<file path="config.mk">
export PLATFORM = sky130hd
export DESIGN_NAME = preemptive_priority_scheduler
export DESIGN_NICKNAME = d
export VERILOG_FILES = /design/src/pps_pkg.sv /design/src/preemptive_priority_scheduler.sv /design/src/pps_cell.sv
export SDC_FILE = /design/constraint.sdc
export NUM_CORES = 2
export LEC_CHECK = 0
export BUFFER_PORTS_ARGS = -buffer_cell sky130_fd_sc_hd__buf_2
export CAP_MARGIN = 40
export CORE_MARGIN = 2
export CORE_UTILIZATION = 31
export DETAILED_ROUTE_END_ITERATION = 7
export PLACE_DENSITY_LB_ADDON = 0.3
export REMOVE_ABC_BUFFERS = 1
export SETUP_SLACK_MARGIN = 0.4
export SYNTH_ARGS = -nofsm -noshare
export SYNTH_HDL_FRONTEND = slang
export SYNTH_SLANG_ARGS = --single-unit
</file>
<file path="constraint.sdc">
create_clock -name clk -period 5.4 [get_ports clk]
set_clock_uncertainty 0.2 [all_clocks]
set_input_delay 0.54 -clock clk [delete_from_list [all_inputs] [get_ports clk]]
set_output_delay 0.54 -clock clk [all_outputs]
set_load 0.02 [all_outputs]
</file>
<file path="src/pps_pkg.sv">
// Shared types and constants for the preemptive priority scheduler.
// Used by pps_cell, the top level and the port checker; no dependencies.
package pps_pkg;

    localparam int MAX_PROC_DEF = 16;
    // Width of an entry index on the cell chain; covers up to 256 entries.
    localparam int ENTRY_W      = 8;
    // Number of table positions a 4-bit entry_index can name.
    localparam int LOAD_SLOTS   = 16;
    localparam int CFG_IDX_W    = 2;

    localparam logic [CFG_IDX_W-1:0] CFG_OVERHEAD = 2'd0;
    localparam logic [CFG_IDX_W-1:0] CFG_COUNT    = 2'd1;

    localparam logic CMD_LOAD = 1'b0;
    localparam logic CMD_TICK = 1'b1;

    localparam logic [1:0] KIND_RUN      = 2'd0;
    localparam logic [1:0] KIND_IDLE     = 2'd1;
    localparam logic [1:0] KIND_OVERHEAD = 2'd2;
    localparam logic [1:0] KIND_DONE     = 2'd3;

    typedef struct packed {
        logic        command;
        logic [3:0]  entry_index;
        logic [7:0]  proc_id;
        logic [15:0] arrival_time;
        logic [15:0] burst_length;
        logic [7:0]  priority_level;
    } sched_in_t;

    typedef struct packed {
        logic [1:0]  slot_kind;
        logic [7:0]  running_id;
        logic [15:0] slot_time;
    } sched_out_t;

    // Broadcast from the sequencer to every cell.
    typedef struct packed {
        logic               wr;
        sched_in_t          item;
        logic               step;
        logic [ENTRY_W-1:0] step_idx;
        logic [15:0]        now;
        logic [4:0]         count;
        logic               run_valid;
        logic [ENTRY_W-1:0] run_idx;
    } pps_bcast_t;

    // Selection token handed from cell to cell.
    typedef struct packed {
        logic               valid;
        logic               any_open;
        logic               run_open;
        logic               found;
        logic               best_last;
        logic [7:0]         best_pri;
        logic [7:0]         best_id;
        logic [ENTRY_W-1:0] best_idx;
    } pps_token_t;

endpackage

</file>
<file path="src/preemptive_priority_scheduler.sv">
// Preemptive priority scheduler.
//
// Channels: req (valid/ready) carries commands; a load writes one table
// entry and gives no result, a tick gives exactly one rsp transfer
// (run, idle, overhead or all done, with the slot time). cfg (valid/ready,
// always ready) writes overhead_slots (index 0) or process_count (index 1);
// the user must write them only while the block is idle; it is not enforced.
// Sequence: a load is written into its cell as it is taken. For a tick,
// a selection token walks the row of cells, one entry per cycle, then
// fin_reg captures it and the commit writes the decision into the output
// register. One tick is in flight at a time; the next command is taken in
// the cycle after the commit.
// Stall: the output register holds a result until rsp_ready; a new command
// is still accepted meanwhile, and a following tick holds its decision
// until the output register frees.
// Reset: finished flags clear, time 0, nothing running, no pending
// overhead, both config registers 0. Table payload is unknown until loaded.
module preemptive_priority_scheduler
    import pps_pkg::*;
#(
    parameter int MAX_PROCESSES = MAX_PROC_DEF
)
(
    input  logic                 clk,
    input  logic                 rst_n,
    input  logic                 req_valid,
    output logic                 req_ready,
    input  sched_in_t            req,
    output logic                 rsp_valid,
    input  logic                 rsp_ready,
    output sched_out_t           rsp,
    input  logic                 cfg_valid,
    output logic                 cfg_ready,
    input  logic [CFG_IDX_W-1:0] cfg_index,
    input  logic [7:0]           cfg_data
);

    localparam int IDX_W = (MAX_PROCESSES > 1) ? $clog2(MAX_PROCESSES) : 1;

    localparam logic [1:0] S_IDLE   = 2'd0;
    localparam logic [1:0] S_SCAN   = 2'd1;
    localparam logic [1:0] S_DECIDE = 2'd2;

    logic [1:0]       state_reg;
    logic [1:0]       state_next;
    logic [7:0]       ovh_cfg_reg;
    logic [4:0]       count_cfg_reg;
    logic [15:0]      time_reg;
    logic [15:0]      time_next;
    logic [7:0]       ovl_reg;
    logic [7:0]       ovl_next;
    logic             run_valid_reg;
    logic             run_valid_next;
    logic [IDX_W-1:0] run_idx_reg;
    logic [IDX_W-1:0] run_idx_next;
    pps_token_t       fin_reg;
    logic             rsp_valid_reg;
    sched_out_t       rsp_reg;

    logic             req_fire;
    logic             commit;
    logic [1:0]       kind_d;
    logic [7:0]       id_d;
    logic             adv_d;
    logic             step_d;
    logic [IDX_W-1:0] pick;
    pps_bcast_t       bcast;
    pps_token_t       tok_head;
    pps_token_t       tok [MAX_PROCESSES];

    assign req_ready = (state_reg == S_IDLE);
    assign req_fire  = req_valid && req_ready;
    assign cfg_ready = 1'b1;
    assign commit    = (state_reg == S_DECIDE) && (!rsp_valid_reg || rsp_ready);
    assign pick      = fin_reg.best_idx[IDX_W-1:0];

    always_comb
    begin
        tok_head       = '0;
        tok_head.valid = req_fire && (req.command == CMD_TICK);
    end

    always_comb
    begin
        bcast           = '0;
        bcast.wr        = req_fire && (req.command == CMD_LOAD);
        bcast.item      = req;
        bcast.step      = commit && step_d;
        bcast.step_idx  = fin_reg.best_idx;
        bcast.now       = time_reg;
        bcast.count     = count_cfg_reg;
        bcast.run_valid = run_valid_reg;
        bcast.run_idx   = ENTRY_W'(run_idx_reg);
    end

    for (genvar g = 0; g < MAX_PROCESSES; g++)
    begin : g_cell
        if (g == 0)
        begin : g_head
            pps_cell #(
                .CELL_INDEX    (g),
                .MAX_PROCESSES (MAX_PROCESSES)
            ) u_cell (
                .clk     (clk),
                .rst_n   (rst_n),
                .bcast   (bcast),
                .tok_in  (tok_head),
                .tok_out (tok[g])
            );
        end
        else
        begin : g_body
            pps_cell #(
                .CELL_INDEX    (g),
                .MAX_PROCESSES (MAX_PROCESSES)
            ) u_cell (
                .clk     (clk),
                .rst_n   (rst_n),
                .bcast   (bcast),
                .tok_in  (tok[g-1]),
                .tok_out (tok[g])
            );
        end
    end

    // Slot decision from the captured token.
    always_comb
    begin
        kind_d         = KIND_RUN;
        id_d           = 8'd0;
        adv_d          = 1'b1;
        step_d         = 1'b0;
        ovl_next       = ovl_reg;
        run_valid_next = run_valid_reg;
        run_idx_next   = run_idx_reg;
        if (!fin_reg.any_open)
        begin
            kind_d   = KIND_DONE;
            adv_d    = 1'b0;
            ovl_next = 8'd0;
        end
        else if (ovl_reg != 8'd0)
        begin
            kind_d   = KIND_OVERHEAD;
            ovl_next = ovl_reg - 8'd1;
        end
        else if (!fin_reg.found)
        begin
            kind_d         = KIND_IDLE;
            run_valid_next = 1'b0;
        end
        else if (run_valid_reg && (run_idx_reg != pick) && fin_reg.run_open
                 && (ovh_cfg_reg != 8'd0))
        begin
            kind_d         = KIND_OVERHEAD;
            run_valid_next = 1'b0;
            ovl_next       = ovh_cfg_reg - 8'd1;
        end
        else
        begin
            // Covers a preemption with no overhead: the new pick runs now.
            kind_d         = KIND_RUN;
            id_d           = fin_reg.best_id;
            step_d         = 1'b1;
            run_valid_next = !fin_reg.best_last;
            run_idx_next   = pick;
        end
    end

    always_comb
    begin
        state_next = state_reg;
        case (state_reg)
            S_IDLE:
            begin
                if (tok_head.valid)
                begin
                    state_next = S_SCAN;
                end
            end
            S_SCAN:
            begin
                if (tok[MAX_PROCESSES-1].valid)
                begin
                    state_next = S_DECIDE;
                end
            end
            S_DECIDE:
            begin
                if (commit)
                begin
                    state_next = S_IDLE;
                end
            end
            default:
            begin
                state_next = S_IDLE;
            end
        endcase
    end

    assign time_next = adv_d ? time_reg + 16'd1 : time_reg;

    always_ff @(posedge clk or negedge rst_n)
    begin
        if (!rst_n)
        begin
            state_reg     <= S_IDLE;
            ovh_cfg_reg   <= 8'd0;
            count_cfg_reg <= 5'd0;
            time_reg      <= 16'd0;
            ovl_reg       <= 8'd0;
            run_valid_reg <= 1'b0;
            run_idx_reg   <= '0;
            rsp_valid_reg <= 1'b0;
        end
        else
        begin
            state_reg <= state_next;
            if (cfg_valid && cfg_ready)
            begin
                case (cfg_index)
                    CFG_OVERHEAD: ovh_cfg_reg   <= cfg_data;
                    CFG_COUNT:    count_cfg_reg <= cfg_data[4:0];
                    default:      ;
                endcase
            end
            if (commit)
            begin
                time_reg      <= time_next;
                ovl_reg       <= ovl_next;
                run_valid_reg <= run_valid_next;
                run_idx_reg   <= run_idx_next;
                rsp_valid_reg <= 1'b1;
            end
            else if (rsp_ready)
            begin
                rsp_valid_reg <= 1'b0;
            end
        end
    end

    always_ff @(posedge clk)
    begin
        if ((state_reg == S_SCAN) && tok[MAX_PROCESSES-1].valid)
        begin
            fin_reg <= tok[MAX_PROCESSES-1];
        end
        if (commit)
        begin
            rsp_reg.slot_kind  <= kind_d;
            rsp_reg.running_id <= id_d;
            rsp_reg.slot_time  <= time_reg;
        end
    end

    assign rsp_valid = rsp_valid_reg;
    assign rsp       = rsp_reg;

endmodule

</file>
<file path="src/pps_cell.sv">
// One process table entry with its slice of the selection scan.
// Depends on pps_pkg for the broadcast and token types.
module pps_cell
    import pps_pkg::*;
#(
    parameter int CELL_INDEX    = 0,
    parameter int MAX_PROCESSES = MAX_PROC_DEF
)
(
    input  logic       clk,
    input  logic       rst_n,
    input  pps_bcast_t bcast,
    input  pps_token_t tok_in,
    output pps_token_t tok_out
);

    logic [7:0]  id_reg;
    logic [15:0] arr_reg;
    logic [15:0] rem_reg;
    logic [15:0] rem_next;
    logic [7:0]  pri_reg;
    logic        fin_reg;
    logic        fin_next;
    pps_token_t  tok_reg;
    pps_token_t  tok_next;

    logic load_hit;
    logic step_hit;
    logic active;
    logic open;
    logic better;

    // Entry index wraps modulo the table depth: match every alias of this cell.
    always_comb
    begin
        load_hit = 1'b0;
        for (int k = 0; k < LOAD_SLOTS; k++)
        begin
            if (CELL_INDEX + k * MAX_PROCESSES < LOAD_SLOTS)
            begin
                if (bcast.item.entry_index == 4'(CELL_INDEX + k * MAX_PROCESSES))
                begin
                    load_hit = 1'b1;
                end
            end
        end
    end

    assign step_hit = bcast.step && (bcast.step_idx == ENTRY_W'(CELL_INDEX));
    assign active   = ENTRY_W'(bcast.count) > ENTRY_W'(CELL_INDEX);
    assign open     = active && !fin_reg;
    assign better   = open && (arr_reg <= bcast.now)
                      && (!tok_in.found || (pri_reg < tok_in.best_pri));

    always_comb
    begin
        tok_next          = tok_in;
        tok_next.any_open = tok_in.any_open || open;
        if (bcast.run_valid && (bcast.run_idx == ENTRY_W'(CELL_INDEX)) && !fin_reg)
        begin
            tok_next.run_open = 1'b1;
        end
        // Strict compare keeps ties with the lower index.
        if (better)
        begin
            tok_next.found     = 1'b1;
            tok_next.best_last = (rem_reg <= 16'd1);
            tok_next.best_pri  = pri_reg;
            tok_next.best_id   = id_reg;
            tok_next.best_idx  = ENTRY_W'(CELL_INDEX);
        end
    end

    always_comb
    begin
        rem_next = rem_reg;
        fin_next = fin_reg;
        if (bcast.wr && load_hit)
        begin
            rem_next = bcast.item.burst_length;
            fin_next = (bcast.item.burst_length == 16'd0);
        end
        else if (step_hit)
        begin
            if (rem_reg <= 16'd1)
            begin
                rem_next = 16'd0;
                fin_next = 1'b1;
            end
            else
            begin
                rem_next = rem_reg - 16'd1;
            end
        end
    end

    always_ff @(posedge clk)
    begin
        rem_reg <= rem_next;
        if (bcast.wr && load_hit)
        begin
            id_reg  <= bcast.item.proc_id;
            arr_reg <= bcast.item.arrival_time;
            pri_reg <= bcast.item.priority_level;
        end
    end

    always_ff @(posedge clk or negedge rst_n)
    begin
        if (!rst_n)
        begin
            fin_reg <= 1'b0;
            tok_reg <= '0;
        end
        else
        begin
            fin_reg <= fin_next;
            tok_reg <= tok_next;
        end
    end

    assign tok_out = tok_reg;

endmodule

</file>
==> summary.md <==
| Metric | Value |
|---|---|
| Ports | `97` |
| R2r endpoint | `g_cell[4].g_body.u_cell.tok_out[22]$_DFF_PN0_` |
| Avg Cell Area, Syn | `12.9 um^2` |
| Max reg flops | `356` |
| HP Class | `primary input to register` |
| Hold Fails Final Rpt | `0` |
| Cells after Synth | `4397` |
| Fill count | `17500` |
| Critical Path End Type | `register` |
| MaxCap Viol Count | `0` |
| Detailed Routing Iterations Pass 1 | `6` |
| Detailed-route via count | `35200` |
| Clk buf depth | `3` |
| Achievable frequency | `240 MHz` |
| Post-synth ARST share | `0.351` |
| CTS Buf Count | `134` |
| CTS root buf | `clkbuf_16` |
| Top FF cell, synth | `edfxtp_1` |
| Max-slew violations | `0` |
| Area delta synth->final | `15.8%` |
| Number of distinct library cells after synthesis | `80` |
| DRT iter0 DRCs | `2635` |
| R2R depth | `9` |
| Outcome | `finished, final reports clean` |
| Sw Pwr | `6480 uW` |
| Die W | `432 um` |
| Routability congestion estimate | `0.833` |
| Num rows | `157` |
| # DRC | `0` |
| Core area | `183000 um^2` |
| Post-CTS Setup Inserts | `0` |
| HPWL after DPL | `95.4 mm` |
| Setup TNS | `0 ns` |
| Vias in the first global route | `35800` |
| Lkg Pwr | `0.0243 uW` |
| Final Power | `24900 uW` |
| Flop2flop setup slack | `1.23 ns` |
| Vias per cell | `4.93` |
| CTS tree | `built` |
| Top cells by area, synth | `edfxtp_1, dfrtp_1, ha_1, mux2_2, nand2_1` |
| CTS Sinks | `1248` |
| Crit path from | `time_reg[13]$_DFFE_PN0P_` |
| Worst-Margin Slew | `0.886 ns` |
| Synth top area share | `0.428` |
| Clock H-tree levels | `4` |
| Final setup fails | `0` |
| EDFF count, synth | `810` |
| Die Span Y | `432 um` |
| Largest net degree at the start of global routing | `121` |
| Reg clk slew, reported paths | `0.06 ns` |
| Pwr/cell area | `379 nW/um^2` |
| Worst Path Required | `5.83 ns` |
| P_int | `18400 uW` |
| CP Data Arrival Time | `4.60 ns` |
| Hold Path End | `g_cell[12].g_body.u_cell.arr_reg[10]$_DFFE_PP_` |
| Synth Warn # | `0` |
| Area taken by multi-input logic gates | `20400 um^2` |
| Min-delay src | `req[34]` |
| Critical path fanouts, max | `20` |
| Area leader, netlist | `edfxtp_1` |
| Shortest period the worst path allows | `4.17 ns` |
| FF+latch area | `35300 um^2` |
| Final Util | `0.360` |
| Final WL | `143 mm` |
| Initial antenna violation count | `8` |
| Commonest cells after routing, fill and taps aside | `edfxtp_1, nand2_1, dfrtp_1, ha_1, o21ai_0` |
| Clk_lat worst skew | `0.79 ns` |
| CP Launch Type | `register` |
| Sw frac | `0.260` |
| Peak supply drop | `254 uV` |
| Post-synthesis sequential area ratio | `0.621` |
| Sequential Power Share | `0.481` |
| Slew headroom | `0.404` |
| Hold Path Cell Cnt | `1` |
| Starting Density | `0.311` |
| Layout cells sized above 1 | `0.157` |
| Crit path kind | `register to register` |
| First-pass GRT wire length | `220 mm` |
| Post-synthesis register bit count | `1248` |
| Total gr overflow | `0` |
| FF-to-FF Start | `time_reg[13]$_DFFE_PN0P_` |
| Wire length per cell | `20.1 um` |
| Synth Cell Area | `56800 um^2` |
| Die footprint | `187000 um^2` |
| Clock power frac | `0.375` |
| Final period util | `0.772` |
| Nets | `5103` |
| Power share of the combinational group | `0.145` |
| RSZ-0062 raised after global routing | `no` |
| GRT Total Usage | `0.155` |
| Antenna Nets Post-Route | `0` |
| # port buffers | `95` |
| Most common cell after layout, fill and taps aside | `edfxtp_1` |
## final cells by class
type / instances / area share
antenna: 1 / 0.0000380
clock buffer: 181 / 0.0556
timing repair buffer: 247 / 0.0291
sequential: 1248 / 0.536
multi-input combinational: 2805 / 0.310
clock inverter: 62 / 0.0117
inverter: 204 / 0.0116
tap: 2385 / 0.0453
## power groups by stage
| stage | clock [uW] | sequential [uW] | combinational [uW] |
|---|---|---|---|
| after CTS | 9590 | 12000 | 3670 |
| after global routing | 9980 | 12100 | 4070 |
| after detailed placement | 0 | 12200 | 3610 |
| after global placement | 0 | 12200 | 3460 |
| final | 9330 | 12000 | 3600 |
| after floorplan | 0 | 11900 | 2430 |
## Yosys cell counts (20+ instances only)
| cell | number |
|---|---|
| edfxtp_1 | 810 |
| o22ai_1 | 33 |
| mux2_1 | 21 |
| inv_1 | 204 |
| o31ai_1 | 71 |
| or2_2 | 49 |
| nor3_1 | 138 |
| nor4_1 | 66 |
| o21ai_1 | 22 |
| or3_1 | 20 |
| dfrtp_1 | 438 |
| nand4_1 | 62 |
| nor2b_1 | 43 |
| xnor2_1 | 156 |
| nand3_1 | 32 |
| buf_2 | 48 |
| nand2_1 | 457 |
| xor2_1 | 73 |
| nor2_1 | 195 |
| ha_1 | 395 |
| and2_1 | 20 |
| a21oi_1 | 168 |
| clkbuf_1 | 81 |
| nand2b_1 | 62 |
| o21ai_0 | 232 |
| mux2_2 | 223 |
## per-stage QoR
step           std cells  setup WS [ns]  hold WS [ns]  instance area, um^2
3_3_place_gp        6837           1.33         0.135                60800
2_1_floorplan       4257         -0.135        0.0444                56200
4_1_cts             7132           1.29       0.00537                65800
6_report            7133           1.23        0.0515                65800
5_1_grt             7132           1.09        0.0254                65800
3_5_place_dp        6854           1.31         0.136                61000
## worst max-delay path by stage
stage,to,slack (ns),cells past startpoint
after CTS,g_cell[4].g_body.u_cell.tok_out[22]$_DFF_PN0_,1.29,9
after floorplan,g_cell[0].g_head.u_cell.rem_reg[10]$_DFFE_PP_,-0.14,6
after global routing,g_cell[4].g_body.u_cell.tok_out[22]$_DFF_PN0_,1.09,9
after global placement,g_cell[7].g_body.u_cell.tok_out[8]$_DFF_PN0_,1.33,7
final,g_cell[4].g_body.u_cell.tok_out[22]$_DFF_PN0_,1.23,9
after detailed placement,g_cell[4].g_body.u_cell.tok_out[16]$_DFF_PN0_,1.31,9
## metal layers
| layer | track usage | up-vias | wire length, um |
|---|---|---|---|
| met2 | 0.244 | 778 | 65500 |
| met5 | 0 | - | 33 |
| met4 | 0.0406 | 6 | 2600 |
| met1 | 0.218 | 17600 | 67500 |
| met3 | 0.0279 | 177 | 7920 |
| li1 | - | 16600 | - |
## critical path, stage by stage (launching register included)
cell	delay, ns
dfrtp_1	0.42
inv_1	0.45
buf_4	0.35
ha_1	0.19
nand4_1	0.18
nor4_1	0.61
a21bo_2	0.30
nand4_1	0.15
a211o_1	0.73
mux2_2	0.42
## timing repair
item | 4_1_cts | 5_1_grt
hold buffers | 35 | 0
gates resized for setup | 0 | 0
hold endpoints to repair | 369 | 0
## logic make-up (layout without fill, tap and decap cells)
group / count (synthesis) / after routing / synth area share
compound gates: 697 / 697 / 0.0757
simple gates: 1233 / 1233 / 0.107
mux: 250 / 250 / 0.0494
fa+ha+maj: 395 / 395 / 0.0870
flops: 1248 / 1248 / 0.621
buf+inv: 344 / 694 / 0.0243
other cells: 1 / 2 / 0.0000660
xor+xnor: 229 / 229 / 0.0353
Note: power is estimated with default switching activity, not from simulation.
